--- config.mk ---
export PLATFORM = sky130hd
export DESIGN_NAME = text_console_formatter
export DESIGN_NICKNAME = d
export VERILOG_FILES = /design/src/txtcon_pkg.sv /design/src/txtcon_ctrl.sv /design/src/txtcon_dp.sv /design/src/text_console_formatter.sv
export SDC_FILE = /design/constraint.sdc
export NUM_CORES = 1
export LEC_CHECK = 0
export ABC_AREA = 1
export ABC_CLOCK_PERIOD_IN_PS = 6300
export BUFFER_PORTS_ARGS = -buffer_cell sky130_fd_sc_hd__buf_2
export CELL_PAD_IN_SITES_DETAIL_PLACEMENT = 0
export CELL_PAD_IN_SITES_GLOBAL_PLACEMENT = 1
export CORE_MARGIN = 2
export CORE_UTILIZATION = 47
export DETAILED_ROUTE_END_ITERATION = 6
export GPL_ROUTABILITY_DRIVEN = 1
export GPL_TIMING_DRIVEN = 0
export PLACE_DENSITY_LB_ADDON = 0.1
export SYNTH_ARGS = -nofsm -noshare
export SYNTH_HDL_FRONTEND = slang
export SYNTH_SLANG_ARGS = --single-unit
--- constraint.sdc ---
create_clock -name clk_i -period 6.3 [get_ports clk_i]
set_input_delay 0.945 -clock clk_i [delete_from_list [all_inputs] [get_ports clk_i]]
set_output_delay 0.945 -clock clk_i [all_outputs]
set_load 0.005 [all_outputs]
--- src/txtcon_pkg.sv ---
// ----------------------------------------------------------------------------
// txtcon_pkg
// Shared types, codes and helpers of the text console formatter.
// ----------------------------------------------------------------------------
package txtcon_pkg;

  // default geometry
  localparam int unsigned COLUMNS_DEF  = 80;
  localparam int unsigned CELLS_DEF    = 2400;
  localparam int unsigned TAB_STOP_DEF = 4;

  // fixed widths of the item fields
  localparam int unsigned OP_W    = 2;
  localparam int unsigned CHAR_W  = 8;
  localparam int unsigned VALUE_W = 32;
  localparam int unsigned ADDR_W  = 12;

  // digit sequencing
  localparam int unsigned CNT_W       = 4;
  localparam int unsigned BCD_DIGITS  = 10;
  localparam int unsigned BCD_W       = 4 * BCD_DIGITS;
  localparam int unsigned CONV_BITS   = 4;
  localparam int unsigned CONV_STEPS  = VALUE_W / CONV_BITS;
  localparam int unsigned HEX_DIGITS  = VALUE_W / 4;

  // opcodes
  localparam logic [OP_W-1:0] OP_CHAR = 2'd0;
  localparam logic [OP_W-1:0] OP_DEC  = 2'd1;
  localparam logic [OP_W-1:0] OP_HEX  = 2'd2;

  // character codes
  localparam logic [CHAR_W-1:0] CH_NEWLINE = 8'h0A;
  localparam logic [CHAR_W-1:0] CH_RETURN  = 8'h0D;
  localparam logic [CHAR_W-1:0] CH_TAB     = 8'h09;
  localparam logic [CHAR_W-1:0] CH_ZERO    = 8'h30;
  localparam logic [CHAR_W-1:0] CH_UPPER_A = 8'h41;
  localparam logic [CHAR_W-1:0] CH_SPACE   = 8'h20;
  localparam logic [CHAR_W-1:0] CH_MINUS   = 8'h2D;

  typedef enum logic [1:0] {
    CK_PLAIN,
    CK_NEWLINE,
    CK_RETURN,
    CK_TAB
  } char_kind_e;

  typedef enum logic [2:0] {
    GS_CHAR,
    GS_SPACE,
    GS_MINUS,
    GS_DEC,
    GS_HEX
  } glyph_sel_e;

  typedef enum logic [3:0] {
    ST_IDLE,
    ST_REM,
    ST_MOVE,
    ST_CHAR,
    ST_TAB,
    ST_CONV,
    ST_FIND,
    ST_SIGN,
    ST_DEC,
    ST_HEX
  } state_e;

  // controller to datapath
  typedef struct packed {
    logic       load;
    logic       rem_step;
    logic       move;
    logic       conv_step;
    logic       dec_init;
    logic       emit;
    glyph_sel_e sel;
    logic       last;
  } cmd_t;

  // datapath to controller
  typedef struct packed {
    logic [OP_W-1:0] in_op;
    char_kind_e      in_kind;
    char_kind_e      ch_kind;
    logic            neg;
    logic            cnt_zero;
    logic            tab_end;
    logic            out_free;
  } status_t;

  function automatic char_kind_e char_kind(input logic [CHAR_W-1:0] ch);
    char_kind_e k;
    case (ch)
      CH_NEWLINE: k = CK_NEWLINE;
      CH_RETURN:  k = CK_RETURN;
      CH_TAB:     k = CK_TAB;
      default:    k = CK_PLAIN;
    endcase
    return k;
  endfunction

  function automatic logic [CHAR_W-1:0] hex_glyph(input logic [3:0] nib);
    logic [CHAR_W-1:0] g;
    if (nib < 4'd10) begin
      g = CH_ZERO + {4'b0, nib};
    end else begin
      g = CH_UPPER_A + {4'b0, nib} - 8'd10;
    end
    return g;
  endfunction

endpackage

--- src/txtcon_ctrl.sv ---
// ----------------------------------------------------------------------------
// txtcon_ctrl
// Sequencer: steps the datapath through cursor moves, conversions and writes.
// ----------------------------------------------------------------------------
module txtcon_ctrl (
  input  logic               clk_i,
  input  logic               rst_ni,
  input  logic               in_valid_i,
  output logic               in_stall_o,
  input  txtcon_pkg::status_t st_i,
  output txtcon_pkg::cmd_t    cmd_o
);
  import txtcon_pkg::*;

  state_e state_q, state_d;

  // state register
  always_ff @(posedge clk_i or negedge rst_ni) begin
    if (!rst_ni) begin
      state_q <= ST_IDLE;
    end else begin
      state_q <= state_d;
    end
  end

  // next state
  always_comb begin
    state_d = state_q;
    case (state_q)
      ST_IDLE: begin
        if (in_valid_i) begin
          case (st_i.in_op)
            OP_CHAR: state_d = (st_i.in_kind == CK_PLAIN) ? ST_CHAR : ST_REM;
            OP_DEC:  state_d = ST_CONV;
            OP_HEX:  state_d = ST_HEX;
            default: state_d = ST_IDLE;
          endcase
        end
      end
      ST_REM: begin
        if (st_i.cnt_zero) begin
          state_d = (st_i.ch_kind == CK_TAB) ? ST_TAB : ST_MOVE;
        end
      end
      ST_MOVE: state_d = ST_IDLE;
      ST_CHAR: begin
        if (st_i.out_free) state_d = ST_IDLE;
      end
      ST_TAB: begin
        if (st_i.out_free && st_i.tab_end) state_d = ST_IDLE;
      end
      ST_CONV: begin
        if (st_i.cnt_zero) state_d = ST_FIND;
      end
      ST_FIND: state_d = st_i.neg ? ST_SIGN : ST_DEC;
      ST_SIGN: begin
        if (st_i.out_free) state_d = ST_DEC;
      end
      ST_DEC, ST_HEX: begin
        if (st_i.out_free && st_i.cnt_zero) state_d = ST_IDLE;
      end
      default: state_d = ST_IDLE;
    endcase
  end

  // commands
  always_comb begin
    cmd_o      = '0;
    cmd_o.sel  = GS_CHAR;
    in_stall_o = (state_q != ST_IDLE);
    case (state_q)
      ST_IDLE: cmd_o.load      = in_valid_i;
      ST_REM:  cmd_o.rem_step  = 1'b1;
      ST_MOVE: cmd_o.move      = 1'b1;
      ST_CONV: cmd_o.conv_step = 1'b1;
      ST_FIND: cmd_o.dec_init  = 1'b1;
      ST_CHAR: begin
        cmd_o.emit = st_i.out_free;
        cmd_o.sel  = GS_CHAR;
        cmd_o.last = 1'b1;
      end
      ST_TAB: begin
        cmd_o.emit = st_i.out_free;
        cmd_o.sel  = GS_SPACE;
        cmd_o.last = st_i.tab_end;
      end
      ST_SIGN: begin
        cmd_o.emit = st_i.out_free;
        cmd_o.sel  = GS_MINUS;
        cmd_o.last = 1'b0;
      end
      ST_DEC: begin
        cmd_o.emit = st_i.out_free;
        cmd_o.sel  = GS_DEC;
        cmd_o.last = st_i.cnt_zero;
      end
      ST_HEX: begin
        cmd_o.emit = st_i.out_free;
        cmd_o.sel  = GS_HEX;
        cmd_o.last = st_i.cnt_zero;
      end
      default: cmd_o = '0;
    endcase
  end

endmodule

--- src/txtcon_dp.sv ---
// ----------------------------------------------------------------------------
// txtcon_dp
// Datapath: cursor, reciprocal remainder, bcd conversion, output register.
// ----------------------------------------------------------------------------
module txtcon_dp #(
  parameter int unsigned COLUMNS  = txtcon_pkg::COLUMNS_DEF,
  parameter int unsigned CELLS    = txtcon_pkg::CELLS_DEF,
  parameter int unsigned TAB_STOP = txtcon_pkg::TAB_STOP_DEF
) (
  input  logic                             clk_i,
  input  logic                             rst_ni,
  input  logic [txtcon_pkg::OP_W-1:0]      opcode_i,
  input  logic [txtcon_pkg::CHAR_W-1:0]    character_i,
  input  logic [txtcon_pkg::VALUE_W-1:0]   value_i,
  output logic                             out_valid_o,
  input  logic                             out_stall_i,
  output logic [txtcon_pkg::ADDR_W-1:0]    address_o,
  output logic [txtcon_pkg::CHAR_W-1:0]    glyph_o,
  output logic                             last_o,
  input  txtcon_pkg::cmd_t                 cmd_i,
  output txtcon_pkg::status_t              st_o
);
  import txtcon_pkg::*;

  localparam int unsigned CurW   = $clog2(CELLS);
  localparam int unsigned MaxD   = (COLUMNS > TAB_STOP) ? COLUMNS : TAB_STOP;
  localparam int unsigned RemW   = $clog2(MaxD);
  localparam int unsigned XW     = ((CurW > RemW) ? CurW : RemW) + 1;
  localparam int unsigned ColMod = COLUMNS % CELLS;
  // reciprocal scale, exact for every cursor value and both divisors
  localparam int unsigned RecS     = CurW + RemW;
  localparam int unsigned ColRec   = ((1 << RecS) + COLUMNS - 1) / COLUMNS;
  localparam int unsigned TabRec   = ((1 << RecS) + TAB_STOP - 1) / TAB_STOP;
  localparam int unsigned RemSteps = 2;

  logic [CurW-1:0]    cursor_q, cursor_d;
  logic [RemW-1:0]    rem_q, rem_d;
  logic [CurW-1:0]    quo_q, quo_d;
  logic [CNT_W-1:0]   cnt_q, cnt_d;
  logic [VALUE_W-1:0] value_q, value_d;
  logic [BCD_W-1:0]   bcd_q, bcd_d;
  logic [CHAR_W-1:0]  ch_q, ch_d;
  logic               neg_q, neg_d;
  logic               ovalid_q, ovalid_d;
  logic [ADDR_W-1:0]  addr_q, addr_d;
  logic [CHAR_W-1:0]  glyph_q, glyph_d;
  logic               last_q, last_d;

  char_kind_e         ch_kind;
  logic               out_free;
  logic [CurW-1:0]    cursor_inc;
  logic               cursor_wrap;
  logic [RemW:0]      rem_div, rem_inc;
  logic [RecS-1:0]    rec_mul;
  logic [CurW+RecS-1:0] rec_prod;
  logic [CurW+RemW:0] quo_back;
  logic [CurW-1:0]    rem_full;
  logic [XW-1:0]      row_x, nl_sum;
  logic [BCD_W-1:0]   conv_bcd;
  logic [VALUE_W-1:0] conv_bin;
  logic [CNT_W-1:0]   top_idx;
  logic [CHAR_W-1:0]  sel_glyph;

  assign ch_kind  = char_kind(ch_q);
  assign out_free = !ovalid_q || !out_stall_i;

  // cursor advance with wrap
  assign cursor_wrap = (cursor_q == CurW'(CELLS - 1));
  assign cursor_inc  = cursor_wrap ? '0 : cursor_q + 1'b1;

  // remainder in two steps: quotient by reciprocal, then subtract back
  assign rem_div  = (ch_kind == CK_TAB) ? (RemW+1)'(TAB_STOP) : (RemW+1)'(COLUMNS);
  assign rec_mul  = (ch_kind == CK_TAB) ? RecS'(TabRec) : RecS'(ColRec);
  assign rec_prod = (CurW+RecS)'(cursor_q) * (CurW+RecS)'(rec_mul);
  assign quo_back = (CurW+RemW+1)'(quo_q) * (CurW+RemW+1)'(rem_div);
  assign rem_full = cursor_q - CurW'(quo_back);
  assign rem_inc  = (RemW+1)'(rem_q) + 1'b1;

  // row start and next row start
  assign row_x  = XW'(cursor_q) - XW'(rem_q);
  assign nl_sum = row_x + XW'(ColMod);

  // double dabble, four bits per step
  always_comb begin
    logic [BCD_W-1:0]   b;
    logic [VALUE_W-1:0] v;
    b = bcd_q;
    v = value_q;
    for (int k = 0; k < CONV_BITS; k++) begin
      for (int i = 0; i < BCD_DIGITS; i++) begin
        if (b[i*4 +: 4] >= 4'd5) b[i*4 +: 4] = b[i*4 +: 4] + 4'd3;
      end
      {b, v} = {b, v} << 1;
    end
    conv_bcd = b;
    conv_bin = v;
  end

  // highest nonzero digit
  always_comb begin
    top_idx = '0;
    for (int i = 0; i < BCD_DIGITS; i++) begin
      if (bcd_q[i*4 +: 4] != 4'd0) top_idx = CNT_W'(i);
    end
  end

  // glyph select
  always_comb begin
    case (cmd_i.sel)
      GS_CHAR:  sel_glyph = ch_q;
      GS_SPACE: sel_glyph = CH_SPACE;
      GS_MINUS: sel_glyph = CH_MINUS;
      GS_DEC:   sel_glyph = CH_ZERO + {4'b0, bcd_q[cnt_q*4 +: 4]};
      GS_HEX:   sel_glyph = hex_glyph(value_q[VALUE_W-1 -: 4]);
      default:  sel_glyph = ch_q;
    endcase
  end

  // next values
  always_comb begin
    cursor_d = cursor_q;
    rem_d    = rem_q;
    quo_d    = quo_q;
    cnt_d    = cnt_q;
    value_d  = value_q;
    bcd_d    = bcd_q;
    ch_d     = ch_q;
    neg_d    = neg_q;
    ovalid_d = ovalid_q && out_stall_i;
    addr_d   = addr_q;
    glyph_d  = glyph_q;
    last_d   = last_q;

    if (cmd_i.load) begin
      ch_d  = character_i;
      neg_d = value_i[VALUE_W-1];
      rem_d = '0;
      bcd_d = '0;
      if (opcode_i == OP_DEC && value_i[VALUE_W-1]) begin
        value_d = ~value_i + 1'b1;
      end else begin
        value_d = value_i;
      end
      case (opcode_i)
        OP_DEC:  cnt_d = CNT_W'(CONV_STEPS - 1);
        OP_HEX:  cnt_d = CNT_W'(HEX_DIGITS - 1);
        default: cnt_d = CNT_W'(RemSteps - 1);
      endcase
    end

    if (cmd_i.rem_step) begin
      if (cnt_q != '0) begin
        quo_d = rec_prod[RecS +: CurW];
      end else begin
        rem_d = RemW'(rem_full);
      end
      cnt_d = cnt_q - 1'b1;
    end

    if (cmd_i.move) begin
      if (ch_kind == CK_NEWLINE) begin
        cursor_d = (nl_sum >= XW'(CELLS)) ? CurW'(nl_sum - XW'(CELLS)) : CurW'(nl_sum);
      end else begin
        cursor_d = CurW'(row_x);
      end
    end

    if (cmd_i.conv_step) begin
      bcd_d   = conv_bcd;
      value_d = conv_bin;
      cnt_d   = cnt_q - 1'b1;
    end

    if (cmd_i.dec_init) begin
      cnt_d = top_idx;
    end

    // one text-memory write
    if (cmd_i.emit) begin
      ovalid_d = 1'b1;
      addr_d   = ADDR_W'(cursor_q);
      glyph_d  = sel_glyph;
      last_d   = cmd_i.last;
      cursor_d = cursor_inc;
      case (cmd_i.sel)
        GS_SPACE: rem_d = RemW'(rem_inc);
        GS_DEC:   cnt_d = cnt_q - 1'b1;
        GS_HEX: begin
          value_d = value_q << 4;
          cnt_d   = cnt_q - 1'b1;
        end
        default: ;
      endcase
    end
  end

  // control registers
  always_ff @(posedge clk_i or negedge rst_ni) begin
    if (!rst_ni) begin
      cursor_q <= '0;
      ovalid_q <= 1'b0;
    end else begin
      cursor_q <= cursor_d;
      ovalid_q <= ovalid_d;
    end
  end

  // payload registers
  always_ff @(posedge clk_i) begin
    rem_q   <= rem_d;
    quo_q   <= quo_d;
    cnt_q   <= cnt_d;
    value_q <= value_d;
    bcd_q   <= bcd_d;
    ch_q    <= ch_d;
    neg_q   <= neg_d;
    addr_q  <= addr_d;
    glyph_q <= glyph_d;
    last_q  <= last_d;
  end

  assign out_valid_o = ovalid_q;
  assign address_o   = addr_q;
  assign glyph_o     = glyph_q;
  assign last_o      = last_q;

  // status
  assign st_o.in_op    = opcode_i;
  assign st_o.in_kind  = char_kind(character_i);
  assign st_o.ch_kind  = ch_kind;
  assign st_o.neg      = neg_q;
  assign st_o.cnt_zero = (cnt_q == '0);
  assign st_o.tab_end  = (rem_inc == (RemW+1)'(TAB_STOP)) || cursor_wrap;
  assign st_o.out_free = out_free;

endmodule

--- src/text_console_formatter.sv ---
// ----------------------------------------------------------------------------
// text_console_formatter
// Turns put-character, decimal and hex print requests into text-memory writes.
// Input stalls until an item is done. Plain characters and hex go from idle
//   straight to output; tab, newline and return first take the two-step
//   remainder, decimal first runs 8 bcd steps and a leading-digit search.
//   Writes per item: decimal at most 11, tab up to TAB_STOP, newline and
//   return none; one per cycle from the output register unless stalled.
// Reset: cursor to cell 0, no write pending, sequencer idle.
// ----------------------------------------------------------------------------
module text_console_formatter #(
  parameter int unsigned COLUMNS  = txtcon_pkg::COLUMNS_DEF,
  parameter int unsigned CELLS    = txtcon_pkg::CELLS_DEF,
  parameter int unsigned TAB_STOP = txtcon_pkg::TAB_STOP_DEF
) (
  input  logic                           clk_i,
  input  logic                           rst_ni,
  input  logic                           in_valid_i,
  output logic                           in_stall_o,
  input  logic [txtcon_pkg::OP_W-1:0]    opcode_i,
  input  logic [txtcon_pkg::CHAR_W-1:0]  character_i,
  input  logic [txtcon_pkg::VALUE_W-1:0] value_i,
  output logic                           out_valid_o,
  input  logic                           out_stall_i,
  output logic [txtcon_pkg::ADDR_W-1:0]  address_o,
  output logic [txtcon_pkg::CHAR_W-1:0]  glyph_o,
  output logic                           last_o
);
  import txtcon_pkg::*;

  cmd_t    cmd;
  status_t st;

  // sequencer
  txtcon_ctrl u_ctrl (
    .clk_i      (clk_i),
    .rst_ni     (rst_ni),
    .in_valid_i (in_valid_i),
    .in_stall_o (in_stall_o),
    .st_i       (st),
    .cmd_o      (cmd)
  );

  // datapath
  txtcon_dp #(
    .COLUMNS  (COLUMNS),
    .CELLS    (CELLS),
    .TAB_STOP (TAB_STOP)
  ) u_dp (
    .clk_i       (clk_i),
    .rst_ni      (rst_ni),
    .opcode_i    (opcode_i),
    .character_i (character_i),
    .value_i     (value_i),
    .out_valid_o (out_valid_o),
    .out_stall_i (out_stall_i),
    .address_o   (address_o),
    .glyph_o     (glyph_o),
    .last_o      (last_o),
    .cmd_i       (cmd),
    .st_o        (st)
  );

endmodule

After elaboration in Yosys (flattened, before gate mapping)
Cells that the tools add are included.

cells by class
  multiply operators = 2
  multiplexer cells = 98
  equal/unequal tests = 32
  $add $sub $neg = 52
  bitwise logic cells = 1
  reduce and logical (&&, ||, !) cells = 30
  magnitude comparators = 42
  shifts and indexed selects = 1

operators by type and width
  kind                                                                     count
  4-bit two-way mux                                                        52
  4-bit by 3-bit >= comparator with 1-bit output, second input constant    40
  32-bit two-way mux                                                       5
  4-bit by 2-bit adder with 4-bit output, second input constant            36
  40-bit two-way mux                                                       2
  12-bit two-way mux                                                       5
  8-bit by 4-bit equality test with 1-bit output, second input constant    6
  4-bit nonzero test                                                       11
  7-bit two-way mux                                                        6
  40-bit by 7-bit variable part select with 4-bit output                   1
  32-bit by 1-bit adder with 32-bit output, second input constant          1
  32-bit inverter                                                          1
  4-bit one-hot mux with 8 select lines                                    1
  8-bit one-hot mux with 4 select lines                                    1
  12-bit by 18-bit multiplier with 30-bit output                           1
  3-bit two-way mux                                                        10
  5-bit one-hot mux with 5 select lines                                    1
  18-bit two-way mux                                                       1
  4-bit by 3-bit equality test with 1-bit output, second input constant    4
  6-bit by 4-bit adder with 7-bit output, first input constant             2
  13-bit by 7-bit adder with 13-bit output, second input constant          1
  13-bit by 12-bit >= comparator with 1-bit output, second input constant  1
  12-bit by 7-bit subtractor with 13-bit output                            1
  12-bit by 1-bit adder with 12-bit output, second input constant          1
  35 further kinds                                                         67

storage, ports and cells
  bits in registers = 142
  input bits = 46
  logic and storage cells = 271

Longest topological paths before layout
  depth after elaboration = 13
  mapped depth = 28
  depth with buffers taken out = 28

By module
Synthesis repeated with hierarchy kept, for this count alone.

second synthesis, totals
  cells, all modules = 2,149
  area, all modules = 15,168.3 um2

modules (own cells, without submodules)
  module       area each (um2)  instances  cells each
  txtcon_dp    14,716.6         1          2,069
  txtcon_ctrl  451.7            1          80

Worst setup path before layout
Ideal clock, no wire load.

  path kind = register -> register
  from = register u_dp.ch_q[7]
  to = register u_dp.quo_q[4] (data pin)
  setup slack = 729 ps
  period minus slack after synthesis = 5,571 ps
  cell stages (with the launch flop) = 28
  data arrival time = 5,311 ps
  library setup time = 260 ps
  path through = edfxtp_1 nor4_1 nand2_1 inv_1 nand2_1 inv_2 clkbuf_1 nor2_1 ha_1 fa_1 inv_1 fa_1 inv_1 fa_1 fa_1 inv_1 ha_1 nand2_1 a21oi_1 a211oi_1 nor2_1 a211o_1 nand3_1 nand2_1 nand2_1 nand2_1 a21oi_1 xnor2_1

between the ends
  word-level cells in the longest chain between the ends = 5

RTL lines
  what                                                RTL line          RTL
  start: declaration                                  txtcon_dp.sv:42   logic [CHAR_W-1:0] ch_q, ch_d;
  start signal: assignment                            txtcon_dp.sv:215  ch_q <= ch_d;
  8-bit by 4-bit equality test with 1-bit output      txtcon_pkg.sv:93  case (ch)
  2-bit one-hot mux with 3 select lines (*)           txtcon_pkg.sv:93
  2-bit equality test (*)                             txtcon_dp.sv:73   assign rec_mul = (ch_kind == CK_TAB) ? RecS'(TabRec) : RecS'(ColRec);
  18-bit two-way mux (*)                              txtcon_dp.sv:73
  12-bit by 18-bit multiplier with 30-bit output (*)  txtcon_dp.sv:74   assign rec_prod = (CurW+RecS)'(cursor_q) * (CurW+RecS)'(rec_mul);
  net u_dp.rec_prod[23]                               txtcon_dp.sv:55   logic [CurW+RecS-1:0] rec_prod;
  end signal: assignment                              txtcon_dp.sv:211  quo_q <= quo_d;
  end: declaration                                    txtcon_dp.sv:38   logic [CurW-1:0] quo_q, quo_d;

Mark *: on every way through the listed nets, which the timed path passes. The rest lies on a longest branch.
A chain may end at the register's enable or synchronous reset.

Worst setup path in the final report
  from = register u_dp.ch_q[5]
  to = register u_dp.quo_q[4] (data pin)

The elaborated chain is that of the path after synthesis.

==> reports/results.ini <==
[run_status]
status = completed

[detailed_routing]
dr.pass1.iters = 6
vias = 13400
drtIter0Drc = 895
wirelength_um = 37900
wl_per_cell_um = 14.6
drtAntennaViolNets = 0
remaining_drc_errors = 0
via_per_inst = 5.17

[place]
dp_hpwl_um = 30500
place_area_um2 = 15700
gp_congestion = 0.877
port_buffers = 68

[worst_setup_path]
endpoint_kind = register
max_stage_delay_ns = 0.58
ff2ff_setup_slack_ns = 0.32
worst-setup-path-type = register to register
crit_required_ns = 6.47
cp_max_fo = 10
crit_start = u_dp.ch_q[5]
timing.rr.start = u_dp.ch_q[5]
startpoint_type = register
worst-endpoint-arrival_ns = 6.15
crit_path_top_delay_cell = fa_1

[clocking]
cts.sinks = 135
cts.path.max_buffers = 2
ctsRootBufferMaster = clkbuf_16
numCtsBuffers = 17
cts_tree = yes
h-tree-depth = 4
insertion_delay_ns = 0.43
path_clk_slew_ns = 0.07

[timing]
period_share_pct = 94.9
setup_viol = 0
worst_pin_slew_ns = 0.951
finClkSkew_ns = 0.00883
max_slew_margin_pct = 36.6
final_hold_viol_count = 0
drv_slew = 0
fin_crit_ns = 5.98
fmax_mhz = 167

[floorplanning]
initial_utilization_pct = 47.4
dieArea_um2 = 33000
rows = 65
die_width_um = 182
core_um2 = 31300
io_pins = 69
die_y_um = 182

[cells_and_area]
final_layout_size_suffix_gt1_share_pct = 9.48
fin_nets = 2441
antenna_cells = 0
final_core_util_pct = 52.3
fillers = 3183
area_delta_synth_final_pct = 10.3
final_cell_area_um2 = 16400

[synth]
syn_area_per_cell_um2 = 7.11
synth_edf_count = 75
syn_inst = 2090
synth_seq_area_share_pct = 23.8
syn_nets = 2349
ys_types = 63
synthFlopType = edfxtp_1
async_flop_share_pct = 12.6
ys_seq_elements = 135
synth_area_um2 = 14900
yosys_warnings = 0

[global_routing]
antenna_found_initial = 0
grt_max_degree = 29
gr-total-overflow = 0
grt_pass1_wl_um = 62800
first_global_vias = 12700
grt_usage_pct = 23.5

[worst_hold_path]
holdCritPathClass = register to register
min-delay-start = u_dp.value_q[2]

[job]
cap_viol_max_count = 0

-- layout make-up --
class	count	area [um^2]	area share, %
Multi-Input combinational cell	1493	9580	58.5
Sequential cell	135	3540	21.6
Inverter	428	1610	9.82
Tap cell	402	503	3.07
Clock buffer	18	450	2.75
Timing Repair Buffer	73	398	2.43
Buffer	34	151	0.924
Clock inverter	14	149	0.909
-- what timing repair did --
item / in CTS / in global routing
setup buffers: 0 / 4
hold buffers: 0 / 0
pin swaps: 0 / 2
gates resized for setup: 2 / 7
setup endpoints to repair: 1 / 2
-- worst max-delay path, delay by kind of cell, from the launching register on --
family / cells / cell delay [ns]
flip-flops: 1 / 0.43
XOR/XNOR: 1 / 0.08
buffers and inverters: 7 / 0.70
adder cells (fa/ha/maj): 6 / 2.71
AO/OA/AOI/OAI: 4 / 0.73
AND/OR/NAND/NOR: 10 / 1.06
-- state kept, by name (all words and copies together) (netlist names) --
name / cells
u_dp.ch_q: 8
u_ctrl.state_q: 4
u_dp.quo_q: 5
u_dp.value_q: 32
u_dp.cnt_q: 4
u_dp.neg_q: 1
u_dp.rem_q: 7
u_dp.last_o: 1
u_dp.glyph_o: 8
u_dp.cursor_q: 12
u_dp.out_valid_o: 1
u_dp.bcd_q: 40
u_dp.address_o: 12
-- logic make-up after synthesis --
| logic type | Yosys count | synth area share [%] |
|---|---|---|
| xor+xnor | 78 | 4.80 |
| buf+inv | 462 | 11.8 |
| flops | 135 | 23.8 |
| simple gates | 759 | 22.2 |
| other cells | 1 | 0.0253 |
| fa+ha+maj | 213 | 20.1 |
| compound gates | 442 | 17.2 |
-- layout by cell type (no fill, tap or decap), types with 18 or more instances in the layout --
master     netlist  layout
a21oi_1        148     147
buf_2            1      69
clkbuf_1        27      25
clkbuf_16        0      18
dfxtp_1         43      43
edfxtp_1        75      75
fa_1            43      43
ha_1           170     170
inv_1          414     414
nand2_1        346     344
nand2_2         18      19
nand3_1         84      84
nand4_1         21      21
nor2_1         212     212
nor3_1          22      22
o21ai_0        141     141
o21ai_1         35      35
o21ai_2         30      30
xor2_1          62      62
-- Yosys cell counts, drive strengths merged (17+ instances only) --
library cell  count  area, um^2
a21oi           151         775
clkbuf           27         101
dfrtp            17         425
dfxtp            43         861
edfxtp           75        2250
fa               43         861
ha              170        2130
inv             425        1600
nand2           365        1420
nand3            93         526
nand4            21         131
nor2            216         831
nor3             22         110
o21ai           206        1140
or2              24         153
xor2             65         592
-- per-layer routing --
| metal | global-route usage (%) | vias up | part of all wire, % |
|---|---|---|---|
| li1 | - | 6971 | - |
| met1 | 33.0 | 6196 | 49 |
| met2 | 39.8 | 240 | 46 |
| met3 | 2.61 | 20 | 3.4 |
| met4 | 3.61 | 0 | 0.76 |
| met5 | 0 | - | 0 |
-- final timing paths --
check,to,depth (start not counted)
hold / removal,u_dp.value_q[6],2
setup reg to reg,u_dp.quo_q[4],28
max in group asynchronous,u_dp.cursor_q[8],1
setup / recovery,u_dp.quo_q[4],28
min in group asynchronous,u_dp.cursor_q[6],1
hold reg to reg,u_dp.value_q[6],2
-- metrics by stage --
stage,hold slack [ns],worst slack [ns],instances,TNS (ns)
after floorplan,0.423,0.729,2090,0
after global placement,0.446,0.0461,2560,0
after detailed placement,0.447,-0.0205,2561,-0.0205
after CTS,0.462,0.124,2593,0
after global routing,0.491,-0.0183,2597,-0.0183
final,0.467,0.322,2597,0
Power is left out: the tool's default activity adds up to more than one toggle a clock period on the data nets, which glitch-free logic cannot reach.
